`src/hw/rtl/rtc_bcd_datetime_decoder_defines.svh`:
```
// assertion macros for the rtc date/time decoder
`ifndef RTC_BCD_DATETIME_DECODER_DEFINES_SVH
`define RTC_BCD_DATETIME_DECODER_DEFINES_SVH

// implication checked at every clock edge outside reset
`define RTCD_ASSERT_IMP(lbl, ante, cons) \
  lbl: assert property (@(posedge clk) disable iff (rst) (ante) |-> (cons)) \
    else $error("rtc decoder check failed");

// condition that must never hold outside reset
`define RTCD_ASSERT_NEVER(lbl, cond) \
  lbl: assert property (@(posedge clk) disable iff (rst) !(cond)) \
    else $error("rtc decoder forbidden condition");

`endif

```
`src/hw/rtl/rtcd_pkg.sv`:
```
// shared types, constants and month table for the rtc date/time decoder
package rtcd_pkg;

  // field masks of the raw clock registers
  localparam logic [7:0] SEC_MASK  = 8'h7F;
  localparam logic [7:0] MIN_MASK  = 8'h7F;
  localparam logic [7:0] HOUR_MASK = 8'h3F;
  localparam logic [7:0] DAY_MASK  = 8'h3F;
  localparam logic [7:0] MON_MASK  = 8'h1F;
  localparam logic [7:0] YEAR_MASK = 8'hFF;

  // upper limits of the decoded fields
  localparam logic [7:0] SEC_MAX  = 8'd59;
  localparam logic [7:0] MIN_MAX  = 8'd59;
  localparam logic [7:0] HOUR_MAX = 8'd23;
  localparam logic [7:0] DAY_MAX  = 8'd31;
  localparam logic [7:0] MON_MAX  = 8'd12;
  localparam logic [7:0] YEAR_MAX = 8'd99;
  localparam logic [2:0] WDAY_MAX = 3'd6;

  localparam logic [3:0]  DIGIT_MAX  = 4'd9;
  localparam logic [4:0]  LEAP_FEB   = 5'd29;
  localparam logic [11:0] YEAR_BASE  = 12'd2000;
  localparam int          NUM_MONTHS = 12;
  localparam logic [3:0]  FEB        = 4'd2;

  localparam logic [4:0] MONTH_DAYS [NUM_MONTHS] = '{
    5'd31, 5'd28, 5'd31, 5'd30, 5'd31, 5'd30,
    5'd31, 5'd31, 5'd30, 5'd31, 5'd30, 5'd31
  };

  // stage 1 word: bcd fields converted, digit checks done
  typedef struct packed {
    logic [7:0] sec_v;
    logic [7:0] min_v;
    logic [7:0] hour_v;
    logic [7:0] day_v;
    logic [7:0] mon_v;
    logic [7:0] year_v;
    logic [2:0] wday;
    logic       digits_ok;
    logic       clk_ok;
  } s1_t;

  // stage 2 word: range checks done, month length known
  typedef struct packed {
    logic       ok;
    logic [5:0] sec;
    logic [5:0] min;
    logic [4:0] hour;
    logic [4:0] day;
    logic [2:0] wday;
    logic [3:0] mon;
    logic [6:0] yy;
    logic [4:0] mlen;
    logic       clk_ok;
  } s2_t;

  function automatic logic [4:0] month_len(input logic [3:0] mon, input logic leap);
    logic [3:0] idx;
    logic [4:0] len;
    idx = mon - 4'd1;
    if (mon == 4'd0 || mon > 4'(NUM_MONTHS)) begin
      len = MONTH_DAYS[0];
    end else if (mon == FEB && leap) begin
      len = LEAP_FEB;
    end else begin
      len = MONTH_DAYS[idx];
    end
    return len;
  endfunction

endpackage

```
`src/hw/rtl/rtcd_bcd_field.sv`:
```
// two-digit bcd to binary converter with low-digit check
module rtcd_bcd_field import rtcd_pkg::*; (
  input  logic [7:0] bcd,
  output logic [7:0] value,
  output logic       digit_ok
);

  logic [3:0] hi;
  logic [3:0] lo;

  assign hi = bcd[7:4];
  assign lo = bcd[3:0];

  // hi * 10 as hi * 8 + hi * 2
  assign value    = {1'b0, hi, 3'b000} + {3'b000, hi, 1'b0} + {4'b0000, lo};
  assign digit_ok = (lo <= DIGIT_MAX);

endmodule

```
`src/hw/rtl/rtc_bcd_datetime_decoder.sv`:
```
// Decodes one snapshot of the seven raw rtc date/time registers into binary
// fields with a pass/fail status. Three register stages: bcd conversion,
// range checks with month-length lookup, then the day-of-month check, year
// offset and zeroing of failed words. A word can enter every cycle while
// in_stall is low; out_stall only holds the pipeline, with empty stages
// still filling up.
// The block keeps no state between words.
`include "rtc_bcd_datetime_decoder_defines.svh"

module rtc_bcd_datetime_decoder import rtcd_pkg::*; (
  input  logic        clk,
  input  logic        rst,
  input  logic        in_valid,
  output logic        in_stall,
  input  logic [7:0]  seconds_reg,
  input  logic [7:0]  minutes_reg,
  input  logic [7:0]  hours_reg,
  input  logic [7:0]  days_reg,
  input  logic [7:0]  weekdays_reg,
  input  logic [7:0]  months_reg,
  input  logic [7:0]  years_reg,
  output logic        out_valid,
  input  logic        out_stall,
  output logic        status,
  output logic [5:0]  second,
  output logic [5:0]  minute,
  output logic [4:0]  hour,
  output logic [4:0]  day,
  output logic [2:0]  weekday,
  output logic [3:0]  month,
  output logic [11:0] year,
  output logic        clock_valid
);

  logic v1, v2, v3;
  logic en1, en2, en3;
  s1_t  s1, s1_next;
  s2_t  s2, s2_next;

  // a stage loads when empty or when its word moves on
  assign en3      = !v3 || !out_stall;
  assign en2      = !v2 || en3;
  assign en1      = !v1 || en2;
  assign in_stall = !en1;
  assign out_valid = v3;

  always_ff @(posedge clk) begin
    if (rst) begin
      v1 <= 1'b0;
      v2 <= 1'b0;
      v3 <= 1'b0;
    end else begin
      if (en1) v1 <= in_valid;
      if (en2) v2 <= v1;
      if (en3) v3 <= v2;
    end
  end

  // stage 1: bcd conversion
  logic [7:0] sec_v, min_v, hour_v, day_v, mon_v, year_v;
  logic       sec_d, min_d, hour_d, day_d, mon_d, year_d;

  rtcd_bcd_field u_sec  (.bcd(seconds_reg & SEC_MASK),  .value(sec_v),  .digit_ok(sec_d));
  rtcd_bcd_field u_min  (.bcd(minutes_reg & MIN_MASK),  .value(min_v),  .digit_ok(min_d));
  rtcd_bcd_field u_hour (.bcd(hours_reg & HOUR_MASK),   .value(hour_v), .digit_ok(hour_d));
  rtcd_bcd_field u_day  (.bcd(days_reg & DAY_MASK),     .value(day_v),  .digit_ok(day_d));
  rtcd_bcd_field u_mon  (.bcd(months_reg & MON_MASK),   .value(mon_v),  .digit_ok(mon_d));
  rtcd_bcd_field u_year (.bcd(years_reg & YEAR_MASK),   .value(year_v), .digit_ok(year_d));

  always_comb begin
    s1_next.sec_v     = sec_v;
    s1_next.min_v     = min_v;
    s1_next.hour_v    = hour_v;
    s1_next.day_v     = day_v;
    s1_next.mon_v     = mon_v;
    s1_next.year_v    = year_v;
    s1_next.wday      = weekdays_reg[2:0];
    s1_next.digits_ok = sec_d && min_d && hour_d && day_d && mon_d && year_d;
    s1_next.clk_ok    = !seconds_reg[7];
  end

  always_ff @(posedge clk) begin
    if (en1) s1 <= s1_next;
  end

  // stage 2: limit checks and month length
  always_comb begin
    s2_next.ok = s1.digits_ok && (s1.sec_v <= SEC_MAX) && (s1.min_v <= MIN_MAX) &&
                 (s1.hour_v <= HOUR_MAX) && (s1.day_v <= DAY_MAX) &&
                 (s1.wday <= WDAY_MAX) && (s1.mon_v <= MON_MAX) &&
                 (s1.year_v <= YEAR_MAX);
    s2_next.sec    = s1.sec_v[5:0];
    s2_next.min    = s1.min_v[5:0];
    s2_next.hour   = s1.hour_v[4:0];
    s2_next.day    = s1.day_v[4:0];
    s2_next.wday   = s1.wday;
    s2_next.mon    = s1.mon_v[3:0];
    s2_next.yy     = s1.year_v[6:0];
    // base year is a multiple of four, so leap follows the two-digit year
    s2_next.mlen   = month_len(s1.mon_v[3:0], s1.year_v[1:0] == 2'b00);
    s2_next.clk_ok = s1.clk_ok;
  end

  always_ff @(posedge clk) begin
    if (en2) s2 <= s2_next;
  end

  // stage 3: date check, year offset, zero on failure
  logic good;
  assign good = s2.ok && (s2.mon != 4'd0) && (s2.day != 5'd0) && (s2.day <= s2.mlen);

  always_ff @(posedge clk) begin
    if (en3) begin
      status      <= !good;
      second      <= good ? s2.sec  : 6'd0;
      minute      <= good ? s2.min  : 6'd0;
      hour        <= good ? s2.hour : 5'd0;
      day         <= good ? s2.day  : 5'd0;
      weekday     <= good ? s2.wday : 3'd0;
      month       <= good ? s2.mon  : 4'd0;
      year        <= good ? (YEAR_BASE + {5'd0, s2.yy}) : 12'd0;
      clock_valid <= s2.clk_ok;
    end
  end

  logic fields_zero;
  logic date_legal;

  assign fields_zero = ({second, minute, hour, day, weekday, month, year} == '0);
  assign date_legal  = (month != 4'd0) && (month <= 4'd12) && (day != 5'd0) &&
                       (year >= YEAR_BASE) && (weekday <= WDAY_MAX);

  `RTCD_ASSERT_IMP(a_fail_zero, out_valid && status, fields_zero)
  `RTCD_ASSERT_IMP(a_pass_date, out_valid && !status, date_legal)
  `RTCD_ASSERT_IMP(a_stall_full, in_stall, v1 && v2 && v3 && out_stall)

endmodule
```
`config.mk`:
```
export PLATFORM = sky130hd
export DESIGN_NAME = rtc_bcd_datetime_decoder
export DESIGN_NICKNAME = d
export VERILOG_FILES = /design/src/hw/rtl/rtcd_pkg.sv /design/src/hw/rtl/rtcd_bcd_field.sv /design/src/hw/rtl/rtc_bcd_datetime_decoder.sv
export VERILOG_INCLUDE_DIRS = /design/src /design/src/hw/rtl
export SDC_FILE = /design/constraint.sdc
export NUM_CORES = 1
export LEC_CHECK = 0
export BUFFER_PORTS_ARGS = -buffer_cell sky130_fd_sc_hd__buf_2
export CAP_MARGIN = 30
export CORE_ASPECT_RATIO = 0.7
export CORE_MARGIN = 5
export CORE_UTILIZATION = 39
export DETAILED_ROUTE_END_ITERATION = 8
export GPL_TIMING_DRIVEN = 0
export PLACE_DENSITY_LB_ADDON = 0.25
export SLEW_MARGIN = 15
export SYNTH_ARGS = -nofsm -noshare
export SYNTH_HDL_FRONTEND = slang
export SYNTH_SLANG_ARGS = --single-unit
```
`constraint.sdc`:
```
create_clock -name clk -period 5.2 [get_ports clk]
set_input_delay 1.04 -clock clk [delete_from_list [all_inputs] [get_ports clk]]
set_output_delay 1.04 -clock clk [all_outputs]
set_load 0.005 [all_outputs]
```
==> reports/metrics.yaml, run 1 <==
clock_latency_ns: 0.41
setup_viol: 0
end_kind: "output pin"
cts_resized: 0
cts_tree: "done"
grt_pass1_vias: 3034
postCtsSetupRepairBufs: 0
leakagePower_uw: 0.00304
place_ws_ns: 1.96
die_h_um: 109
cts-root-buf: "clkbuf_16"
avgSynthCellArea_sq_um: 16.0
place_area_sq_mm: 0.00619
critPathLaunchType: "input pin"
ioPinCount: 105
required_ns: 4.16
startpoint: "out_stall"
dp_hpwl_um: 6920
met2_usage: 0.193
syn_nets: 434
fin_nets: 547
syn_inst: 338
r2r-start: "s2[21]"
overflow: 0
fp.dieW_um: 151
tns_ns: 0
hold_viol: 0
cts_hold_buf: 0
htree_num_levels: 4
clock.fmax_mhz: 312
drc_errors: 0
layout-drive-gt1-share: 0.313
multiInputGateArea_sq_mm: 0.00139
grt_antenna_before_repair: 0
fp.coreArea_sq_mm: 0.0138
routed_wl_um: 9310
cts_buffer_depth: 2
async_reset_ff_frac: 0
dr.pass1.iters: 4
crit_path_max_fanout: 28
cts_buffers: 17
setup_ws_ns: 1.99
antenna_left: 0
crit_arrival_ns: 2.17
drt-initial-drc-count: 144
synth-warning-count: 0
met3_usage: 0.0407
synth_cell_types: 36
r2r-end: "minute[4]"
numPortBuffers: 91
min_path_type: "reg2reg"
reg2reg_setup_slack_ns: 3.16
ys.flop_type: "edfxtp_1"
syn_to_final_growth_pct: 26.1
fillers: 1202
status: "complete, no violations"
ys_ff_latch: 130
wl_per_cell_um: 14.2
rows: 36
worstSetupPathType: "in2out"
tightest_slew_ns: 0.726
seq_area_frac_synth: 0.715
grt_max_degree: 29
start_util: 0.393
critPathCapture: "in_stall"
hold-worst-slack_ns: 0.417
grt_util_all_layers: 0.123
slew_violations: 0
busiest_layer: "met2"
power_density_mw_per_mm2: 403
viasPerCell: 4.45
synth-edff-count: 127
final_util: 0.496
cap_viol_max_count: 0
ir_worst_vdd_mv: 0.221
grt_pass1_wl_um: 14900
dr_total_vias: 2912
clock_sinks: 130
clk_transition_reported_paths_ns: 0.06
rsz0062_at_grt: "false"
dieArea_sq_mm: 0.0164
gp_congestion: 0.781
relSlewSlack: 0.514
post-route-min-period_ns: 3.21
grt_use_met1: 0.154
antennaDiodeCount: 0
fin_skew_ns: 0.00609
seqCellArea_sq_mm: 0.00387
worst_r2r_path_depth: 5
period_share: 0.617
syn_area_sq_mm: 0.00542
finish.instance_area_sq_mm: 0.00683
[cell families after synthesis]
group / share of synthesized area
AOI/OAI and AO/OA: 0.0418
xor gates and xnor gates: 0.0291
adders and majority gates: 0.0914
buffers and inverters: 0.0291
DFF: 0.715
muxes: 0.00185
and+or+nand+nor: 0.0921
[Yosys cell counts (2+ instances only)]
cell | instances | share of area
and2_1 | 26 | 0.030
nand3_1 | 4 | 0.0037
nor2b_1 | 6 | 0.0069
nor4b_1 | 2 | 0.0032
fa_1 | 6 | 0.022
and2_4 | 10 | 0.016
nor2_1 | 8 | 0.0055
o21ai_0 | 11 | 0.010
o211ai_1 | 2 | 0.0028
nor3_1 | 5 | 0.0046
edfxtp_1 | 127 | 0.70
dfxtp_1 | 3 | 0.011
xor2_1 | 6 | 0.0097
a21oi_1 | 9 | 0.0083
ha_1 | 30 | 0.069
inv_1 | 27 | 0.019
a211oi_1 | 3 | 0.0042
or4_1 | 2 | 0.0028
buf_4 | 2 | 0.0028
nand2_1 | 12 | 0.0083
buf_6 | 2 | 0.0042
nand4_1 | 3 | 0.0035
a21o_1 | 8 | 0.011
xnor2_1 | 12 | 0.019
[stage by stage]
stage          cells  total power [uW]
6_report         654              2750
2_1_floorplan    338              1420
3_5_place_dp     622              1500
3_3_place_gp     619              1490
4_1_cts          654              2790
5_1_grt          654              2870
[critical path, stage by stage]
cell and delay [ns]:
buf_2 0.12, and3_1 0.18, nand2_2 0.55, inv_1 0.12, buf_2 0.16
[state kept, by name (all words and copies together), names as in the netlist, 3 cells and up]
signal	flops
s2	40
second	6
hour	5
year	10
weekday	3
month	4
day	5
minute	6
s1	46
[power breakdown]
part	leakage (uW)	internal (uW)	total (uW)	switching [uW]
Sequential	0.00144	1270	1300	36.8
Clock	0.000308	848	1280	430
Combinational	0.00129	83.9	172	88.1
Total	0.00304	2200	2750	555
[layout by cell type, fill, tap and decap left out, drive strengths merged]
cell type / count
clkinv: 6
clkinvlp: 2
a31o: 1
inv: 28
bufinv: 5
nand3: 4
xor2: 6
mux2i: 1
and2: 36
and3b: 1
dfxtp: 3
a31oi: 1
nor3: 5
and3: 2
nor4b: 2
and2b: 1
a21o: 8
a211oi: 3
o311ai: 1
nor2b: 6
o21ai: 12
nor2: 8
fa: 6
a21oi: 9
or4b: 1
or4: 2
ha: 30
nand2: 12
buf: 99
o211ai: 2
xnor2: 12
nand4: 3
clkbuf: 19
edfxtp: 127
[cell type report]
class,count,share of cell area
plain buffers,6,0.00824
clock inverters,14,0.0308
repair buffers,94,0.0776
flip-flops and latches,130,0.567
clock buffers,18,0.0628
multi-input cells,175,0.204
inverters,27,0.0148
well taps,190,0.0348
[worst min-delay path by stage]
stage	startpoint	endpoint	slack, ns	depth (start not counted)
after global routing	s1[38]	s2[31]	0.43	0
after global placement	s1[37]	s2[30]	0.40	0
final	s1[22]	s2[21]	0.42	0
after detailed placement	s1[22]	s2[21]	0.40	0
after floorplan	s2[0]	clock_valid	0.40	0
after CTS	s1[22]	s2[21]	0.42	0
[metal layers]
| metal | part of all wire | vias to the layer above |
|---|---|---|
| li1 | - | 1462 |
| met1 | 0.45 | 1368 |
| met2 | 0.47 | 68 |
| met3 | 0.061 | 14 |
| met4 | 0.019 | 0 |
| met5 | 0 | - |
(Power assumes the default switching activity.)
==> run 2, diff against run 1 <==
--- a/config.mk
+++ b/config.mk
@@ -6,6 +6,7 @@
 export SDC_FILE = /design/constraint.sdc
 export NUM_CORES = 1
 export LEC_CHECK = 0
+export ABC_AREA = 1
 export BUFFER_PORTS_ARGS = -buffer_cell sky130_fd_sc_hd__buf_2
 export CAP_MARGIN = 30
 export CORE_ASPECT_RATIO = 0.7
==> constraint.sdc (replaced) <==
create_clock -name clk -period 3.3 [get_ports clk]
set_input_delay 0.66 -clock clk [delete_from_list [all_inputs] [get_ports clk]]
set_output_delay 0.66 -clock clk [all_outputs]
set_load 0.005 [all_outputs]
==> reports/metrics.yaml, run 2 <==
status: "complete, no violations"
seq_area_frac_synth: 0.693
clock_sinks: 130
overflow: 0
cap_viol_max_count: 0
end_kind: "output pin"
worstSetupPathType: "reg2out"
dr.pass1.iters: 4
antennaDiodeCount: 0
routed_wl_um: 9490
ioPinCount: 105
met2_usage: 0.185
largest_register_ff_count: 46
relSlewSlack: 0.638
yosysTopAreaCell: "edfxtp_1"
reg_top3: "s1 (46), s2 (40), year (10)"
grt_pass1_wl_um: 15500
ys_ff_latch: 130
gp_congestion: 0.833
grt_pass1_vias: 3225
avgSynthCellArea_sq_um: 13.2
busiest_layer: "met2"
grt_antenna_before_repair: 0
critPathMaxStageDelay_ns: 0.35
dp_hpwl_um: 7080
tightest_slew_ns: 0.542
synth_top_area_frac: 0.683
slew_violations: 0
hold_viol: 0
rsz0062_at_grt: "false"
fin_cells: 739
path_delay_family: "simple AND/OR/NAND/NOR gates"
post-route-min-period_ns: 2.69
crit_top_cell: "nand2_2"
die_h_um: 110
synthTopCellsByArea: "edfxtp_1 (68%), ha_1 (6.7%), inv_1 (5.2%)"
hold-worst-slack_ns: 0.415
regMostFlops: "s1"
ys.flop_type: "edfxtp_1"
antenna_left: 0
drt-initial-drc-count: 122
dr_total_vias: 3192
total_power_uw: 4210
crit_arrival_ns: 2.03
period_share: 0.816
cts_buffers: 17
layout_common_cells: "edfxtp_1 (127), buf_2 (93), inv_1 (76)"
critical-path-slowest-cell: "nand2_2"
mostFrequentLayoutCell: "edfxtp_1"
syn_inst: 423
synth-edff-count: 127
htree_num_levels: 4
drc_errors: 0
critPathBufInv: 2
postCtsSetupRepairBufs: 0
cts_resized: 0
clock.fmax_mhz: 371
ir_worst_vdd_mv: 0.294
synth_commonest_cells: "edfxtp_1 (127), inv_1 (77), nor2_1 (55), nand2_1 (48), ha_1 (30)"
tns_ns: 0
cts_hold_buf: 0
synth_cell_types: 26
required_ns: 2.64
met3_usage: 0.0488
setup_viol: 0
grt_util_all_layers: 0.120
clock_latency_ns: 0.40
numPortBuffers: 91
grt_use_met1: 0.152
cts-root-buf: "clkbuf_16"
multiInputGateArea_sq_mm: 0.00137
viasPerCell: 4.32
syn_nets: 519
wl_per_cell_um: 12.8
start_util: 0.400
placedCellCount: 707
async_reset_ff_frac: 0
syn_area_sq_mm: 0.00559
fillers: 1228
layout-drive-gt1-share: 0.266
clk_transition_reported_paths_ns: 0.05
fin_skew_ns: 0.00594
crit_path_max_fanout: 19
rows: 36
seqCellArea_sq_mm: 0.00387
leakagePower_uw: 0.00325
grt_max_degree: 35
cp_cell_sequence: "nand2_2 > nor2_1 > nand2_2 > inv_1 > buf_2"
cts_buffer_depth: 2
fin_nets: 632
dieArea_sq_mm: 0.0169
power_density_mw_per_mm2: 606
yosysMostFrequentCell: "edfxtp_1"
fp.dieW_um: 153
critPathLaunchType: "register"
cts_tree: "done"
min_path_type: "reg2reg"
fp.coreArea_sq_mm: 0.0140
synth-warning-count: 0
syn_to_final_growth_pct: 24.3
## run 2: cell types whose count changed after synthesis, moves of 4 or more
cell and change:
and2_1 -26, nor2b_1 -6, xnor2_1 -7, nand3_1 +13
nand2_1 +36, inv_1 +50, a21o_1 -8, nor2_4 +10
nor3_1 -4, and2_4 -10, nor2_1 +47
## run 2: kinds of logic (layout without fill, tap and decap cells)
logic type / after synthesis / count (layout) / synth area share
AND/OR/NAND/NOR: 136 / 136 / 0.111
flip-flops: 130 / 130 / 0.693
buffers and inverters: 85 / 211 / 0.0632
adder cells (fa/ha/maj): 36 / 36 / 0.0887
AO/OA/AOI/OAI: 22 / 22 / 0.0217
XOR/XNOR: 14 / 14 / 0.0219
## run 2: power by group
group	leakage [uW]	switching (uW)	internal, uW
Sequential	0.00144	62.9	2000
Combinational	0.00153	178	134
Clock	0.000287	655	1180
Total	0.00325	897	3310
## run 2: path summary, 6_finish.rpt
check	slack [ns]	to	start	cells past startpoint
max reg2reg	1.39	s1[31]	out_valid	4
min reg2reg	0.42	s2[21]	s1[22]	0
min	0.42	s2[21]	s1[22]	0
max	0.61	in_stall	out_valid	5
## run 2: stage by stage
step,utilization,setup slack [ns],instance area (sq um)
after floorplan,-,0.106,5590
after global placement,0.450,-0.875,6280
after detailed placement,0.455,0.539,6350
after CTS,0.497,0.513,6940
after global routing,0.497,0.387,6940
final,0.497,0.607,6940
## run 2: metal layers
metal / vias to the layer above / routed length, um
li1: 1637 / -
met1: 1455 / 4330
met2: 89 / 4330
met3: 11 / 695
met4: 0 / 136
met5: - / 0
## run 2: final cells by class
type / count / share of cell area
buffer: 6 / 0.00811
clock buffer: 18 / 0.0618
clock inverter: 14 / 0.0234
inverter: 79 / 0.0427
multi-input combinational: 208 / 0.197
sequential: 130 / 0.558
tap: 190 / 0.0342
timing repair buffer: 94 / 0.0753
==> run 3, diff against run 2 <==
==> constraint.sdc (replaced) <==
create_clock -name clk -period 2.62 [get_ports clk]
set_input_delay 0.524 -clock clk [delete_from_list [all_inputs] [get_ports clk]]
set_output_delay 0.524 -clock clk [all_outputs]
set_load 0.005 [all_outputs]
==> reports/metrics.yaml, run 3 (synthesized netlist as in run 2, its figures left out) <==
slew_violations: 0
critical-path-slowest-cell: "dfxtp_1"
cap_viol_max_count: 0
grt_util_all_layers: 0.120
worstHoldStart: "seconds_reg[0]"
end_kind: "output pin"
cts-root-buf: "clkbuf_16"
wl_per_cell_um: 12.8
r2r-end: "hour[0]"
cts_buffer_depth: 2
fin_nets: 632
critPathMaxStageDelay_ns: 0.37
syn_to_final_growth_pct: 25.2
ir_worst_vdd_mv: 0.364
dieArea_sq_mm: 0.0169
routed_wl_um: 9450
place_ws_ns: 0.262
numPortBuffers: 91
rows: 36
layout-drive-gt1-share: 0.271
tightest_slew_ns: 0.496
fillers: 1243
leakagePower_uw: 0.00329
clock.fmax_mhz: 434
post-route-min-period_ns: 2.30
fp.dieW_um: 153
grt_antenna_before_repair: 0
fin_skew_ns: 0.0116
rsz0062_at_grt: "false"
viasPerCell: 4.37
layout_common_cells: "edfxtp_1 (127), buf_2 (93), inv_1 (76)"
crit_path_max_fanout: 19
cts_buffers: 17
clock_latency_ns: 0.41
reg2reg_setup_slack_ns: 0.85
regMostFlops: "s1"
die_h_um: 110
start_util: 0.400
htree_num_levels: 4
setup_ws_ns: 0.316
seqCellArea_sq_mm: 0.00387
dr_total_vias: 3231
hold_path_end: "s1[45]"
min_path_type: "in2reg"
relSlewSlack: 0.666
grt_pass1_vias: 3282
setup_viol: 0
drc_errors: 0
ioPinCount: 105
min_path_cells: 1
dp_hpwl_um: 7040
mostFrequentLayoutCell: "edfxtp_1"
overflow: 0
r2r-start: "s2[20]"
hold_viol: 0
required_ns: 2.10
postCtsSetupRepairBufs: 0
largest_register_ff_count: 46
clock_sinks: 130
crit_arrival_ns: 1.78
drt-initial-drc-count: 111
dr.pass1.iters: 4
critPathLaunchType: "register"
antennaDiodeCount: 0
power_density_mw_per_mm2: 783
status: "complete, no violations"
grt_pass1_wl_um: 15400
clk_transition_reported_paths_ns: 0.06
antenna_left: 0
gp_congestion: 0.797
period_share: 0.880
worstSetupPathType: "reg2out"
grt_max_degree: 36
worst_r2r_path_depth: 10
cts_tree: "done"
cp_cell_sequence: "nand2_4 > nor2_1 > nand2_2 > inv_1 > buf_2"
fp.coreArea_sq_mm: 0.0140
multiInputGateArea_sq_mm: 0.00137
total_power_uw: 5480
reg_top3: "s1 (46), s2 (40), year (10)"
-- run 3: changes by cell type in the layout (fill, tap and decap cells not counted) --
cell and change:
nand2_2 -1, clkinv_1 -3, clkbuf_8 +2, bufinv_16 +1
nand2_4 +1
-- run 3: timing repair --
item	in CTS	in global routing
hold buffers	0	0
resized for setup	0	1
setup endpoints to repair	0	1
-- run 3: how the worst max path moves through the flow --
stage,start,end,slack [ns]
after floorplan,out_stall,in_stall,0.13
after global placement,out_stall,in_stall,-0.65
after CTS,out_valid,in_stall,0.08
final,out_valid,in_stall,0.32
after detailed placement,out_stall,in_stall,0.26
after global routing,out_valid,in_stall,0.16
-- run 3: layout make-up --
type | count | share of cell area
Inverter | 79 | 0.0424
Clock inverter | 12 | 0.0259
Clock buffer | 20 | 0.0653
Timing Repair Buffer | 94 | 0.0748
Sequential cell | 130 | 0.554
Multi-Input combinational cell | 208 | 0.196
Buffer | 6 | 0.00805
Tap cell | 190 | 0.0340
-- run 3: layer usage --
| metal | GRT usage | share of wire | vias to the layer above |
|---|---|---|---|
| met5 | 0 | 0 | - |
| met4 | 0.0477 | 0.012 | 0 |
| met3 | 0.0480 | 0.060 | 9 |
| met2 | 0.203 | 0.49 | 80 |
| met1 | 0.139 | 0.44 | 1507 |
| li1 | - | - | 1635 |
-- run 3: through the flow --
step	instance area, sq um	setup TNS [ns]	hold WS [ns]	util	std cells
2_1_floorplan	5590	0	0.400	-	423
3_3_place_gp	6280	-34.97	0.403	0.450	704
3_5_place_dp	6350	0	0.406	0.455	707
4_1_cts	6990	0	0.270	0.501	739
5_1_grt	7000	0	0.265	0.501	739
6_report	7000	0	0.292	0.501	739
-- run 3: report_power, final --
part / switching, uW / total, uW / internal, uW
registers: 79.3 / 2590 / 2510
logic: 226 / 396 / 170
clock network: 840 / 2490 / 1650
total: 1150 / 5480 / 4330
-- run 3: worst max-delay path: cells and delay by family (launching register included) --
| family | cells | cell delay, ns |
|---|---|---|
| flip-flops | 1 | 0.37 |
| AND/OR/NAND/NOR | 3 | 0.75 |
| buffers and inverters | 2 | 0.26 |
